### config.mk
export PLATFORM = sky130hd
export DESIGN_NAME = eawl_search_flat
export DESIGN_NICKNAME = d
export VERILOG_FILES = /design/src/rtl/core/eawl_pkg.sv /design/src/rtl/core/eawl_if.sv /design/src/rtl/core/eawl_search.sv /design/src/flat_wrapper.sv
export VERILOG_INCLUDE_DIRS = /design/src /design/src/rtl/core
export SDC_FILE = /design/constraint.sdc
export NUM_CORES = 1
export LEC_CHECK = 0
export BUFFER_PORTS_ARGS = -buffer_cell sky130_fd_sc_hd__buf_4
export CAP_MARGIN = 20
export CORE_AREA = 2 2 133 135
export DETAILED_ROUTE_END_ITERATION = 10
export DIE_AREA = 0 0 135 137
export GPL_ROUTABILITY_DRIVEN = 1
export PLACE_DENSITY_LB_ADDON = 0.2
export SETUP_SLACK_MARGIN = 0.1
export SKIP_CTS_REPAIR_TIMING = 1
export SLEW_MARGIN = 40
export SYNTH_ARGS = -nofsm -noshare
export SYNTH_HDL_FRONTEND = slang
export SYNTH_SLANG_ARGS = --single-unit
export TNS_END_PERCENT = 1
### constraint.sdc
create_clock -name i_clk -period 12.6 [get_ports i_clk]
set_clock_uncertainty 0.2 [all_clocks]
set_input_delay 1.89 -clock i_clk [delete_from_list [all_inputs] [get_ports i_clk]]
set_output_delay 1.89 -clock i_clk [all_outputs]
set_load 0.01 [all_outputs]
### src/rtl/core/east_asian_width_lookup_defines.svh
// ----------------------------------------------------------------------------
// East Asian width lookup: assertion macros
// Concurrent assertion wrappers used by the RTL of the block (eawl_search).
// ----------------------------------------------------------------------------
`ifndef EAST_ASIAN_WIDTH_LOOKUP_DEFINES_SVH
`define EAST_ASIAN_WIDTH_LOOKUP_DEFINES_SVH

`ifndef ASSERT_OFF

// Check a property on every clock edge outside reset.
`define EAWL_ASSERT(lbl, clk, rst_n, prop, msg) \
    lbl: assert property (@(posedge clk) disable iff (!(rst_n)) (prop)) else $error(msg);

// Check a property on every clock edge, reset included.
`define EAWL_ASSERT_ALWAYS(lbl, clk, prop, msg) \
    lbl: assert property (@(posedge clk) (prop)) else $error(msg);

`else

`define EAWL_ASSERT(lbl, clk, rst_n, prop, msg)
`define EAWL_ASSERT_ALWAYS(lbl, clk, prop, msg)

`endif

`endif

### src/rtl/core/eawl_pkg.sv
// ----------------------------------------------------------------------------
// eawl_pkg
// Types, codes and the class-to-column map of the East Asian width lookup.
// ----------------------------------------------------------------------------
package eawl_pkg;

    localparam int OP_W    = 2;
    localparam int CP_W    = 21;
    localparam int IDX_W   = 11;
    localparam int CLS_W   = 3;
    localparam int COL_W   = 2;
    localparam int CFG_W   = 12;

    localparam int ASCII_DEPTH = 128;
    localparam int ASCII_AW    = 7;

    // operation codes
    localparam logic [OP_W-1:0] OP_QUERY      = 2'd0;
    localparam logic [OP_W-1:0] OP_LOAD_RANGE = 2'd1;
    localparam logic [OP_W-1:0] OP_LOAD_ASCII = 2'd2;

    // width classes
    localparam logic [CLS_W-1:0] CLS_ERROR = 3'd0;
    localparam logic [CLS_W-1:0] CLS_N     = 3'd1;
    localparam logic [CLS_W-1:0] CLS_A     = 3'd2;
    localparam logic [CLS_W-1:0] CLS_H     = 3'd3;
    localparam logic [CLS_W-1:0] CLS_W_CL  = 3'd4;
    localparam logic [CLS_W-1:0] CLS_F     = 3'd5;
    localparam logic [CLS_W-1:0] CLS_NA    = 3'd6;

    typedef struct packed {
        logic [CP_W-1:0]  range_first;
        logic [CP_W-1:0]  range_last;
        logic [CLS_W-1:0] cls;
    } t_span;

    localparam int SPAN_W = $bits(t_span);

    // table write request from the control unit
    typedef struct packed {
        logic             range_we;
        logic             ascii_we;
        logic [IDX_W-1:0] index;
        t_span            span;
    } t_load;

    // registered read data of all table banks
    typedef struct packed {
        t_span            lo;
        t_span            hi;
        t_span            mid;
        logic [CLS_W-1:0] ascii_cls;
    } t_rd_data;

    function automatic logic [COL_W-1:0] class_columns(input logic [CLS_W-1:0] cls);
        logic [COL_W-1:0] cols;
        case (cls)
            CLS_N:    cols = 2'd1;
            CLS_A:    cols = 2'd2;
            CLS_H:    cols = 2'd1;
            CLS_W_CL: cols = 2'd2;
            CLS_F:    cols = 2'd2;
            CLS_NA:   cols = 2'd1;
            default:  cols = 2'd0;
        endcase
        return cols;
    endfunction

endpackage

### src/rtl/core/eawl_if.sv
// ----------------------------------------------------------------------------
// eawl_if
// Valid/ready channels of the East Asian width lookup: input items and results.
// ----------------------------------------------------------------------------
interface eawl_item_if;
    logic                          valid;
    logic                          ready;
    logic [eawl_pkg::OP_W-1:0]     operation;
    logic [eawl_pkg::CP_W-1:0]     code_point;
    logic [eawl_pkg::IDX_W-1:0]    entry_index;
    logic [eawl_pkg::CP_W-1:0]     range_first;
    logic [eawl_pkg::CP_W-1:0]     range_last;
    logic [eawl_pkg::CLS_W-1:0]    entry_class;

    modport source (
        output valid, operation, code_point, entry_index, range_first, range_last,
               entry_class,
        input  ready
    );
    modport sink (
        input  valid, operation, code_point, entry_index, range_first, range_last,
               entry_class,
        output ready
    );
endinterface

interface eawl_result_if;
    logic                          valid;
    logic                          ready;
    logic [eawl_pkg::CLS_W-1:0]    width_class;
    logic [eawl_pkg::COL_W-1:0]    display_width;

    modport source (
        output valid, width_class, display_width,
        input  ready
    );
    modport sink (
        input  valid, width_class, display_width,
        output ready
    );
endinterface

### src/rtl/core/eawl_search.sv
// ----------------------------------------------------------------------------
// eawl_search
// Item handshake, binary search sequencer over the range banks, and the
// result output register.
// ----------------------------------------------------------------------------
`include "east_asian_width_lookup_defines.svh"

module eawl_search #(
    parameter int RANGE_DEPTH = 2048
) (
    input  logic                               i_clk,
    input  logic                               i_rst_n,
    input  logic [$clog2(RANGE_DEPTH+1)-1:0]   i_count,
    eawl_item_if.sink                          i_item,
    eawl_result_if.source                      o_result,
    output eawl_pkg::t_load                    o_load,
    output logic [$clog2(RANGE_DEPTH)-1:0]     o_lo_addr,
    output logic [$clog2(RANGE_DEPTH)-1:0]     o_hi_addr,
    output logic [$clog2(RANGE_DEPTH)-1:0]     o_mid_addr,
    output logic [eawl_pkg::ASCII_AW-1:0]      o_ascii_addr,
    input  eawl_pkg::t_rd_data                 i_rd
);

    localparam int AW = $clog2(RANGE_DEPTH);
    localparam int CW = $clog2(RANGE_DEPTH + 1);

    localparam logic [1:0] S_IDLE   = 2'd0;
    localparam logic [1:0] S_ASCII  = 2'd1;
    localparam logic [1:0] S_SEARCH = 2'd2;
    localparam logic [1:0] S_RESULT = 2'd3;

    logic [1:0]                     r_state, n_state;
    logic [CW-1:0]                  r_lo, n_lo;
    logic [CW-1:0]                  r_hi, n_hi;
    logic [CW-1:0]                  r_mid, n_mid;
    logic [CW-1:0]                  r_cnt, n_cnt;
    logic [eawl_pkg::CP_W-1:0]      r_cp, n_cp;
    logic [eawl_pkg::CLS_W-1:0]     r_cls, n_cls;
    logic                           r_out_valid, n_out_valid;
    logic [eawl_pkg::CLS_W-1:0]     r_out_cls;
    logic [eawl_pkg::COL_W-1:0]     r_out_width;

    logic                           accept;
    logic                           is_query;
    logic                           cp_ascii;
    logic                           out_load;
    logic                           lo_hit;
    logic                           hi_hit;
    logic                           out_of_range;
    logic [CW:0]                    mid_sum;

    assign i_item.ready = (r_state == S_IDLE);
    assign accept       = i_item.valid && i_item.ready;
    assign is_query     = (i_item.operation == eawl_pkg::OP_QUERY);
    assign cp_ascii     = (i_item.code_point[eawl_pkg::CP_W-1:eawl_pkg::ASCII_AW] == '0);

    // table writes go out at the transfer edge
    assign o_load.range_we         = accept && (i_item.operation == eawl_pkg::OP_LOAD_RANGE);
    assign o_load.ascii_we         = accept && (i_item.operation == eawl_pkg::OP_LOAD_ASCII);
    assign o_load.index            = i_item.entry_index;
    assign o_load.span.range_first = i_item.range_first;
    assign o_load.span.range_last  = i_item.range_last;
    assign o_load.span.cls         = i_item.entry_class;

    // read data belongs to the r_lo / r_hi / r_mid addresses of the last edge
    assign lo_hit = (i_rd.lo.range_first <= r_cp) && (r_cp <= i_rd.lo.range_last);
    assign hi_hit = (i_rd.hi.range_first <= r_cp) && (r_cp <= i_rd.hi.range_last);
    assign out_of_range = (r_lo >= r_cnt) || (r_hi >= r_cnt);

    assign out_load = (r_state == S_RESULT) && (!r_out_valid || o_result.ready);

    always_comb begin
        n_state = r_state;
        n_lo    = r_lo;
        n_hi    = r_hi;
        n_cnt   = r_cnt;
        n_cp    = r_cp;
        n_cls   = r_cls;
        case (r_state)
            S_IDLE: begin
                if (accept && is_query) begin
                    n_cp  = i_item.code_point;
                    n_cnt = i_count;
                    n_lo  = '0;
                    n_hi  = i_count - CW'(1);
                    if (cp_ascii) begin
                        n_state = S_ASCII;
                    end else if (i_count == '0) begin
                        n_cls   = eawl_pkg::CLS_ERROR;
                        n_state = S_RESULT;
                    end else begin
                        n_state = S_SEARCH;
                    end
                end
            end
            S_ASCII: begin
                n_cls   = i_rd.ascii_cls;
                n_state = S_RESULT;
            end
            S_SEARCH: begin
                if (out_of_range) begin
                    n_cls   = eawl_pkg::CLS_ERROR;
                    n_state = S_RESULT;
                end else if (lo_hit) begin
                    n_cls   = i_rd.lo.cls;
                    n_state = S_RESULT;
                end else if (hi_hit) begin
                    n_cls   = i_rd.hi.cls;
                    n_state = S_RESULT;
                end else if (r_hi <= r_lo) begin
                    n_cls   = eawl_pkg::CLS_ERROR;
                    n_state = S_RESULT;
                end else if (r_cp < i_rd.mid.range_first) begin
                    n_lo = r_lo + CW'(1);
                    n_hi = r_mid;
                end else begin
                    n_lo = r_mid;
                    n_hi = r_hi - CW'(1);
                end
            end
            S_RESULT: begin
                if (out_load) begin
                    n_state = S_IDLE;
                end
            end
            default: begin
                n_state = S_IDLE;
            end
        endcase
    end

    // midpoint of the next interval feeds the mid bank address directly
    assign mid_sum = {1'b0, n_lo} + {1'b0, n_hi};
    assign n_mid   = mid_sum[CW:1];

    assign o_lo_addr    = n_lo[AW-1:0];
    assign o_hi_addr    = n_hi[AW-1:0];
    assign o_mid_addr   = n_mid[AW-1:0];
    assign o_ascii_addr = i_item.code_point[eawl_pkg::ASCII_AW-1:0];

    assign n_out_valid = out_load || (r_out_valid && !o_result.ready);

    always_ff @(posedge i_clk) begin
        if (!i_rst_n) begin
            r_state     <= S_IDLE;
            r_out_valid <= 1'b0;
        end else begin
            r_state     <= n_state;
            r_out_valid <= n_out_valid;
        end
    end

    always_ff @(posedge i_clk) begin
        r_lo  <= n_lo;
        r_hi  <= n_hi;
        r_mid <= n_mid;
        r_cnt <= n_cnt;
        r_cp  <= n_cp;
        r_cls <= n_cls;
        if (out_load) begin
            r_out_cls   <= r_cls;
            r_out_width <= eawl_pkg::class_columns(r_cls);
        end
    end

    assign o_result.valid         = r_out_valid;
    assign o_result.width_class   = r_out_cls;
    assign o_result.display_width = r_out_width;

    `EAWL_ASSERT(a_interval_bounds, i_clk, i_rst_n, (r_state == S_SEARCH) |-> ((r_hi < r_cnt) && (r_lo <= r_cnt)), "search interval left the table")
    `EAWL_ASSERT(a_interval_shrinks, i_clk, i_rst_n, ((r_state == S_SEARCH) && ($past(r_state) == S_SEARCH)) |-> ((r_hi < $past(r_hi)) || (r_lo > $past(r_lo))), "search step did not narrow the interval")
    `EAWL_ASSERT(a_load_stays_idle, i_clk, i_rst_n, (i_item.valid && i_item.ready && (i_item.operation != eawl_pkg::OP_QUERY)) |=> (r_state == S_IDLE), "non-query item started a lookup")
    `EAWL_ASSERT(a_width_matches, i_clk, i_rst_n, r_out_valid |-> (r_out_width == eawl_pkg::class_columns(r_out_cls)), "display width disagrees with class")

endmodule

### src/flat_wrapper.sv
// flat-port wrapper written by rule: the top's interface ports become plain ports
module eawl_search_flat 
#(
    parameter int RANGE_DEPTH = 2048
)
  (i_clk, i_rst_n, i_count, o_load, o_lo_addr, o_hi_addr, o_mid_addr, o_ascii_addr, i_rd, i_item_valid, i_item_operation, i_item_code_point, i_item_entry_index, i_item_range_first, i_item_range_last, i_item_entry_class, i_item_ready, o_result_valid, o_result_width_class, o_result_display_width, o_result_ready);
  eawl_item_if i_item_i ();
  eawl_result_if o_result_i ();
  input  logic i_clk;
  input  logic i_rst_n;
  input  logic [$clog2(RANGE_DEPTH+1)-1:0] i_count;
  output eawl_pkg::t_load o_load;
  output logic [$clog2(RANGE_DEPTH)-1:0] o_lo_addr;
  output logic [$clog2(RANGE_DEPTH)-1:0] o_hi_addr;
  output logic [$clog2(RANGE_DEPTH)-1:0] o_mid_addr;
  output logic [eawl_pkg::ASCII_AW-1:0] o_ascii_addr;
  input  eawl_pkg::t_rd_data i_rd;
  input wire logic [$bits(i_item_i.valid)-1:0] i_item_valid;
  input wire logic [$bits(i_item_i.operation)-1:0] i_item_operation;
  input wire logic [$bits(i_item_i.code_point)-1:0] i_item_code_point;
  input wire logic [$bits(i_item_i.entry_index)-1:0] i_item_entry_index;
  input wire logic [$bits(i_item_i.range_first)-1:0] i_item_range_first;
  input wire logic [$bits(i_item_i.range_last)-1:0] i_item_range_last;
  input wire logic [$bits(i_item_i.entry_class)-1:0] i_item_entry_class;
  output wire logic [$bits(i_item_i.ready)-1:0] i_item_ready;
  output wire logic [$bits(o_result_i.valid)-1:0] o_result_valid;
  output wire logic [$bits(o_result_i.width_class)-1:0] o_result_width_class;
  output wire logic [$bits(o_result_i.display_width)-1:0] o_result_display_width;
  input wire logic [$bits(o_result_i.ready)-1:0] o_result_ready;
  assign i_item_i.valid = i_item_valid;
  assign i_item_i.operation = i_item_operation;
  assign i_item_i.code_point = i_item_code_point;
  assign i_item_i.entry_index = i_item_entry_index;
  assign i_item_i.range_first = i_item_range_first;
  assign i_item_i.range_last = i_item_range_last;
  assign i_item_i.entry_class = i_item_entry_class;
  assign i_item_ready = i_item_i.ready;
  assign o_result_valid = o_result_i.valid;
  assign o_result_width_class = o_result_i.width_class;
  assign o_result_display_width = o_result_i.display_width;
  assign o_result_i.ready = o_result_ready;
  eawl_search #(.RANGE_DEPTH(RANGE_DEPTH)) u_core (.i_clk(i_clk), .i_rst_n(i_rst_n), .i_count(i_count), .i_item(i_item_i), .o_result(o_result_i), .o_load(o_load), .o_lo_addr(o_lo_addr), .o_hi_addr(o_hi_addr), .o_mid_addr(o_mid_addr), .o_ascii_addr(o_ascii_addr), .i_rd(i_rd));
endmodule
* Word level (Yosys, flattened, before mapping)
Cells that the tools add are included.
Widths: inputs -> output; s select.
** Storage, ports and cells
- Input bits :: 233
- Flip-flop bits (word level) :: 80
- Output and inout bits :: 105
** Operators by class
- Order comparisons :: 8
- Equality and inequality tests :: 16
- Muxes and demuxes :: 32
- Reduce and logical (&&, ||, !) cells :: 23
- Add/subtract/negate cells :: 4
** Operator list (number)
- $mux 12 :: 12
- $le 21x21->1 :: 4
- $pmux 12 s2 :: 2
- $ge 12x12->1 :: 2
- $sub 12x1->12 const B :: 2
- $lt 21x21->1 :: 1
- $mux 3 :: 7
- $logic_not 14->1 :: 1
- $mux 2 :: 7
- $add 12x12->13 :: 1
- $add 12x1->12 const B :: 1
- $le 12x12->1 :: 1
- $logic_not 12->1 :: 1
- $eq 3x3->1 const B :: 3
- $pmux 3 s3 :: 1
- $logic_and 1x1->1 :: 8
- $pmux 2 s4 :: 1
- $eq 2x2->1 const B :: 3
- $eq 3x2->1 const B :: 2
- $ne 2x2->1 const B :: 3
- $reduce_or 3->1 :: 2
- $ne 5x1->1 const B :: 1
- $reduce_and 5->1 :: 1
- $eq 2x1->1 const B :: 2
- 10 further kinds :: 14

* Longest topological paths before layout
- Word-level depth :: 8
- Gate-level depth with buffers :: 27
- Gate-level depth less buffers :: 25

* Least setup slack after synthesis
No wires, ideal clock.
- Path type :: input to output
- Start point :: input port i_rd[137] in the netlist's numbering
- End point :: output port o_mid_addr[9]
- Slack :: 3.908 ns
- Stages on the path :: 25
- Path buffers :: 4
- Data required time :: 10.510 ns
- Arrival :: 6.602 ns
- Cell sequence :: ha_1 > nand3_1 > or3_1 > nand3b_4 > or3_1 > a22oi_2 > or4_1 > buf_2 > clkbuf_1 > clkbuf_1 > o21ai_0 > a221o_1 > ha_1 > nor2b_1 > o21ai_0 > a21boi_0 > o21ai_0 > nand2b_1 > and2_1 > o21ai_0 > nand2_1 > a21o_1 > a21o_1 > xor2_1 > buf_4
** On the way
- Longest elaborated chain between the ends :: 6
- Elaborated cells on any way between the ends :: 9
- Those cells by class :: 1 x add/sub; 1 x order compare; 6 x mux; 1 x reduce/logical
** Ends and longest elaborated chain
- start: declaration :: line flat_wrapper.sv:17 : input eawl_pkg::t_rd_data i_rd;
- $le 21x21->1 :: line eawl_search.sv:66 : assign lo_hit = (i_rd.lo.range_first <= r_cp) && (r_cp <= i_rd.lo.range_last);
- $logic_and 1x1->1 :: line eawl_search.sv:66
- $mux 12 :: line eawl_search.sv:104 : end else if (lo_hit) begin
- $mux 12 :: line eawl_search.sv:101 : if (out_of_range) begin
- $pmux 12 s2 :: line eawl_search.sv:79 : case (r_state)
- via u_core.n_hi[2] :: line eawl_search.sv:34 : logic [CW-1:0] r_hi, n_hi;
- $add 12x12->13 :: line eawl_search.sv:133 : assign mid_sum = {1'b0, n_lo} + {1'b0, n_hi};
- end: declaration :: line flat_wrapper.sv:15 : output logic [$clog2(RANGE_DEPTH)-1:0] o_mid_addr;
The timed path passes the listed nets, and every way through them passes these cells.

* Worst setup path in the final report
- Start point :: input port i_rd[67] in the netlist's numbering
- End point :: output port o_mid_addr[9]
** On the way
- Longest elaborated chain between the ends :: 7
- Elaborated cells on any way between the ends :: 11
- Those cells by class :: 1 x add/sub; 1 x order compare; 8 x mux; 1 x reduce/logical
** Ends and longest elaborated chain
- $le 21x21->1 (*) :: line eawl_search.sv:67 : assign hi_hit = (i_rd.hi.range_first <= r_cp) && (r_cp <= i_rd.hi.range_last);
- $logic_and 1x1->1 (*) :: line eawl_search.sv:67
- $mux 12 :: line eawl_search.sv:107 : end else if (hi_hit) begin
- $mux 12 :: line eawl_search.sv:104
- $mux 12 :: line eawl_search.sv:101
- $pmux 12 s2 :: line eawl_search.sv:79
- $add 12x12->13 (*) :: line eawl_search.sv:133
Mark *: on every way between the ends. The rest lies on a longest branch, timed or not.

==> results.sh <==
export IMPL_cp_top_family="compound AO/OA/AOI/OAI gates"
export IMPL_p_sw_frac=0.4323
export IMPL_synthFlopType="edfxtp_1"
export IMPL_p_per_area_nw_per_um2=171.7
export IMPL_synthToLayoutAreaGrowth_pct=16.13
export IMPL_routabilityCongestion=0.8857
export IMPL_crit_path_max_fanout=32
export IMPL_fin_crit_sh=0.7642
export IMPL_ys_top_cells_by_area="ha_1 (24%), edfxtp_1 (15%), dfxtp_1 (9.5%)"
export IMPL_end_kind="output pin"
export IMPL_critical_path_arrival_ns=7.54
export IMPL_fmax_ghz=0.1039
export IMPL_dp_cells=1289
export IMPL_finalNetCount=1468
export IMPL_post_place_ws_ns=2.945
export IMPL_cts_made_buffers=9
export IMPL_holdPathStages=0
export IMPL_dp_hpwl_mm=18.53
export IMPL_maxSlewHeadroom=0.5079
export IMPL_yosys_register_bits=80
export IMPL_setup_slack_ns=2.972
export IMPL_fin_total_pwr_mw=1.640
export IMPL_drc=0
export IMPL_cpMostUsedCell="o21ai_0"
export IMPL_critPathSlowestCell="or4_2"
export IMPL_yosysSeqAreaShare=0.2446
export IMPL_cts_tree="done"
export IMPL_drt_initial_drc_count=395
export IMPL_overflow=0
export IMPL_final_cell_mix="buf_4 (207), ha_1 (159), inv_1 (130)"
export IMPL_cts_root_buffer="clkbuf_16"
export IMPL_yosysTopAreaCellShare=0.2419
export IMPL_insertedDiodeCount=0
export IMPL_drv_slew=0
export IMPL_die_y_um=137
export IMPL_synth_edf_count=41
export IMPL_antenna_left=0
export IMPL_p_switching_uw=708.7
export IMPL_routed_via_density=5.509
export IMPL_slowest_delay_ns=1.02
export IMPL_cts_num_sinks=80
export IMPL_critPathRequiredTime_ns=10.51
export IMPL_clk_pin_slew_ns=0.06
export IMPL_grt_max_degree=55
export IMPL_post_drt_wl_per_cell_um=17.08
export IMPL_finalNonFillerCells=1305
export IMPL_dr_total_vias=7189
export IMPL_yosys_area_top_type="ha_1"
export IMPL_outcome="completed"
export IMPL_final_common_cell="buf_4"
export IMPL_cp_start_kind="input port"
export IMPL_pwr_share_seq=0.263
export IMPL_drive_gt1_frac=0.2120
export IMPL_core_um2=17060
export IMPL_wirelength_mm=22.29
export IMPL_synth_area_um2=8224
export IMPL_htreeDepth=3
export IMPL_die_area_um2=18500
export IMPL_fp_dieW_um=135
export IMPL_setup_viol=0
export IMPL_reg2reg_depth=23
export IMPL_p_int_uw=930.8
export IMPL_yosysWarningCount=0
export IMPL_initial_core_util=0.4822
export IMPL_tightest_slew_ns=0.7289
export IMPL_hold_violations=0
export IMPL_p_clk_frac=0.147
export IMPL_min_from="u_core.r_cls[0]"
export IMPL_cap_viol_max_count=0
export IMPL_ir_drop_v=0.0002062
export IMPL_grt_total_usage=0.2377
export IMPL_syn_area_per_cell_um2=8.496
export IMPL_portBuffers=201
export IMPL_clk_latency_ns=0.34
export IMPL_synth_cells=968
export IMPL_grt_pass1_vias=6855
export IMPL_worstSetupPathType="input port to output pin"
export IMPL_antenna_found_initial=0
export IMPL_r2r_end="u_core.r_mid[11]"
export IMPL_top_level_ports=338
export IMPL_async_flop_share=0
export IMPL_hp_class="flop to flop"
export IMPL_rsz0062_at_grt="false"
export IMPL_yosysUniqueCellTypes=59
export IMPL_clk_path_buf_depth=2
export IMPL_synth_nets=1361
export IMPL_r2r_start="u_core.r_cp[16]"
export IMPL_num_rows=48
export IMPL_tns_ns=0
export IMPL_r2r_slack_ns=6.24
export IMPL_power_leakage_nw=4.792
export IMPL_drt_first_pass_iters=5
export IMPL_min_to="u_core.o_result.width_class[0]"
export IMPL_comb_power_share=0.590
export IMPL_grt_pass1_wl_mm=34.23
export IMPL_path_buf_inv=3
export IMPL_min_period_ns=9.628
[final cells by class]
| cell class | count | area [um2] |
|---|---|---|
| Inverter | 130 | 488.0 |
| Clock inverter | 5 | 30.03 |
| Clock buffer | 11 | 232.7 |
| Tap cell | 225 | 281.5 |
| Fill cell | 1629 | 7506 |
| Sequential cell | 80 | 2012 |
| Timing Repair Buffer | 207 | 1554 |
| Multi-Input combinational cell | 647 | 4952 |
[state kept, by name (all words and copies together) (netlist names)]
name,cells
u_core.o_result.width_class,3
u_core.o_result.display_width,2
u_core.r_cls,3
u_core.r_cnt,12
u_core.r_lo,12
u_core.r_cp,21
u_core.r_state,2
u_core.o_result.valid,1
u_core.r_hi,12
u_core.r_mid,12
[worst max-delay path by stage]
stage	slack (ns)	endpoint	from	depth (start not counted)
2_1_floorplan	3.91	o_mid_addr[9]	i_rd[137]	25
3_3_place_gp	2.95	o_mid_addr[9]	i_rd[67]	25
3_5_place_dp	2.95	o_mid_addr[9]	i_rd[67]	25
4_1_cts	2.92	o_mid_addr[9]	i_rd[67]	25
5_1_grt	2.63	o_mid_addr[9]	i_rd[67]	25
6_report	2.97	o_mid_addr[9]	i_rd[67]	25
[power groups by stage]
stage / clock network, mW / registers [mW] / logic (mW)
detailed placement: 0 / 0.435 / 0.962
global route: 0.254 / 0.442 / 1.07
floorplan: 0 / 0.404 / 0.768
global placement: 0 / 0.435 / 0.949
finish: 0.241 / 0.431 / 0.967
CTS: 0.245 / 0.429 / 0.970
[per-stage QoR]
step	utilization	cell area, um2	hold WS (ns)
after floorplan	-	8224	0.2264
after global placement	0.5445	9286	0.2306
after detailed placement	0.5445	9288	0.2414
after CTS	0.5599	9550	0.2558
after global routing	0.5599	9550	0.2715
final	0.5599	9550	0.2666
[cells by family (layout without fill, tap and decap cells)]
kind of cell    after synthesis  in the layout  share of synthesized area
compound gates              221            221                     0.1702
xor+xnor                     15             15                    0.01597
fa+ha+maj                   160            160                     0.2443
buf+inv                     241            353                     0.1540
flops                        80             80                     0.2446
mux                          17             17                    0.02084
simple gates                234            234                     0.1500
[cell usage after synthesis, types with 13 or more instances]
cell type / instances
a21o_1: 15
a21oi_1: 77
buf_4: 96
clkbuf_1: 13
dfxtp_1: 39
edfxtp_1: 41
ha_1: 159
inv_1: 130
mux2i_1: 16
nand2_1: 59
nand3_1: 22
nand4_1: 13
nor2_1: 42
nor2b_1: 14
nor3_1: 13
o21ai_0: 59
[per-layer routing]
layer / wire (um) / global-route usage / vias up
li1: - / - / 3586
met1: 9455 / 0.2856 / 3297
met2: 10470 / 0.4162 / 257
met3: 1627 / 0.05037 / 49
met4: 733 / 0.09259 / 0
met5: 0 / 0 / -
[worst register-to-register path, stage by stage (launching register included)]
cell	delay, ns
edfxtp_1	0.46
ha_1	0.34
and4_1	0.27
and4_1	0.31
o21ai_0	0.24
o211ai_1	0.20
a22oi_1	0.17
or4_2	1.02
o21ai_0	0.27
o21ai_0	0.10
a221o_1	0.38
ha_1	0.38
nor2b_1	0.15
o21ai_0	0.21
a21boi_0	0.15
o21ai_0	0.18
nand2b_1	0.09
and2_1	0.17
o21ai_0	0.16
nand2_1	0.11
a21o_1	0.19
a21o_1	0.19
a21o_1	0.19
a21o_1	0.17
No activity file was read; power rests on OpenSTA's default activity.
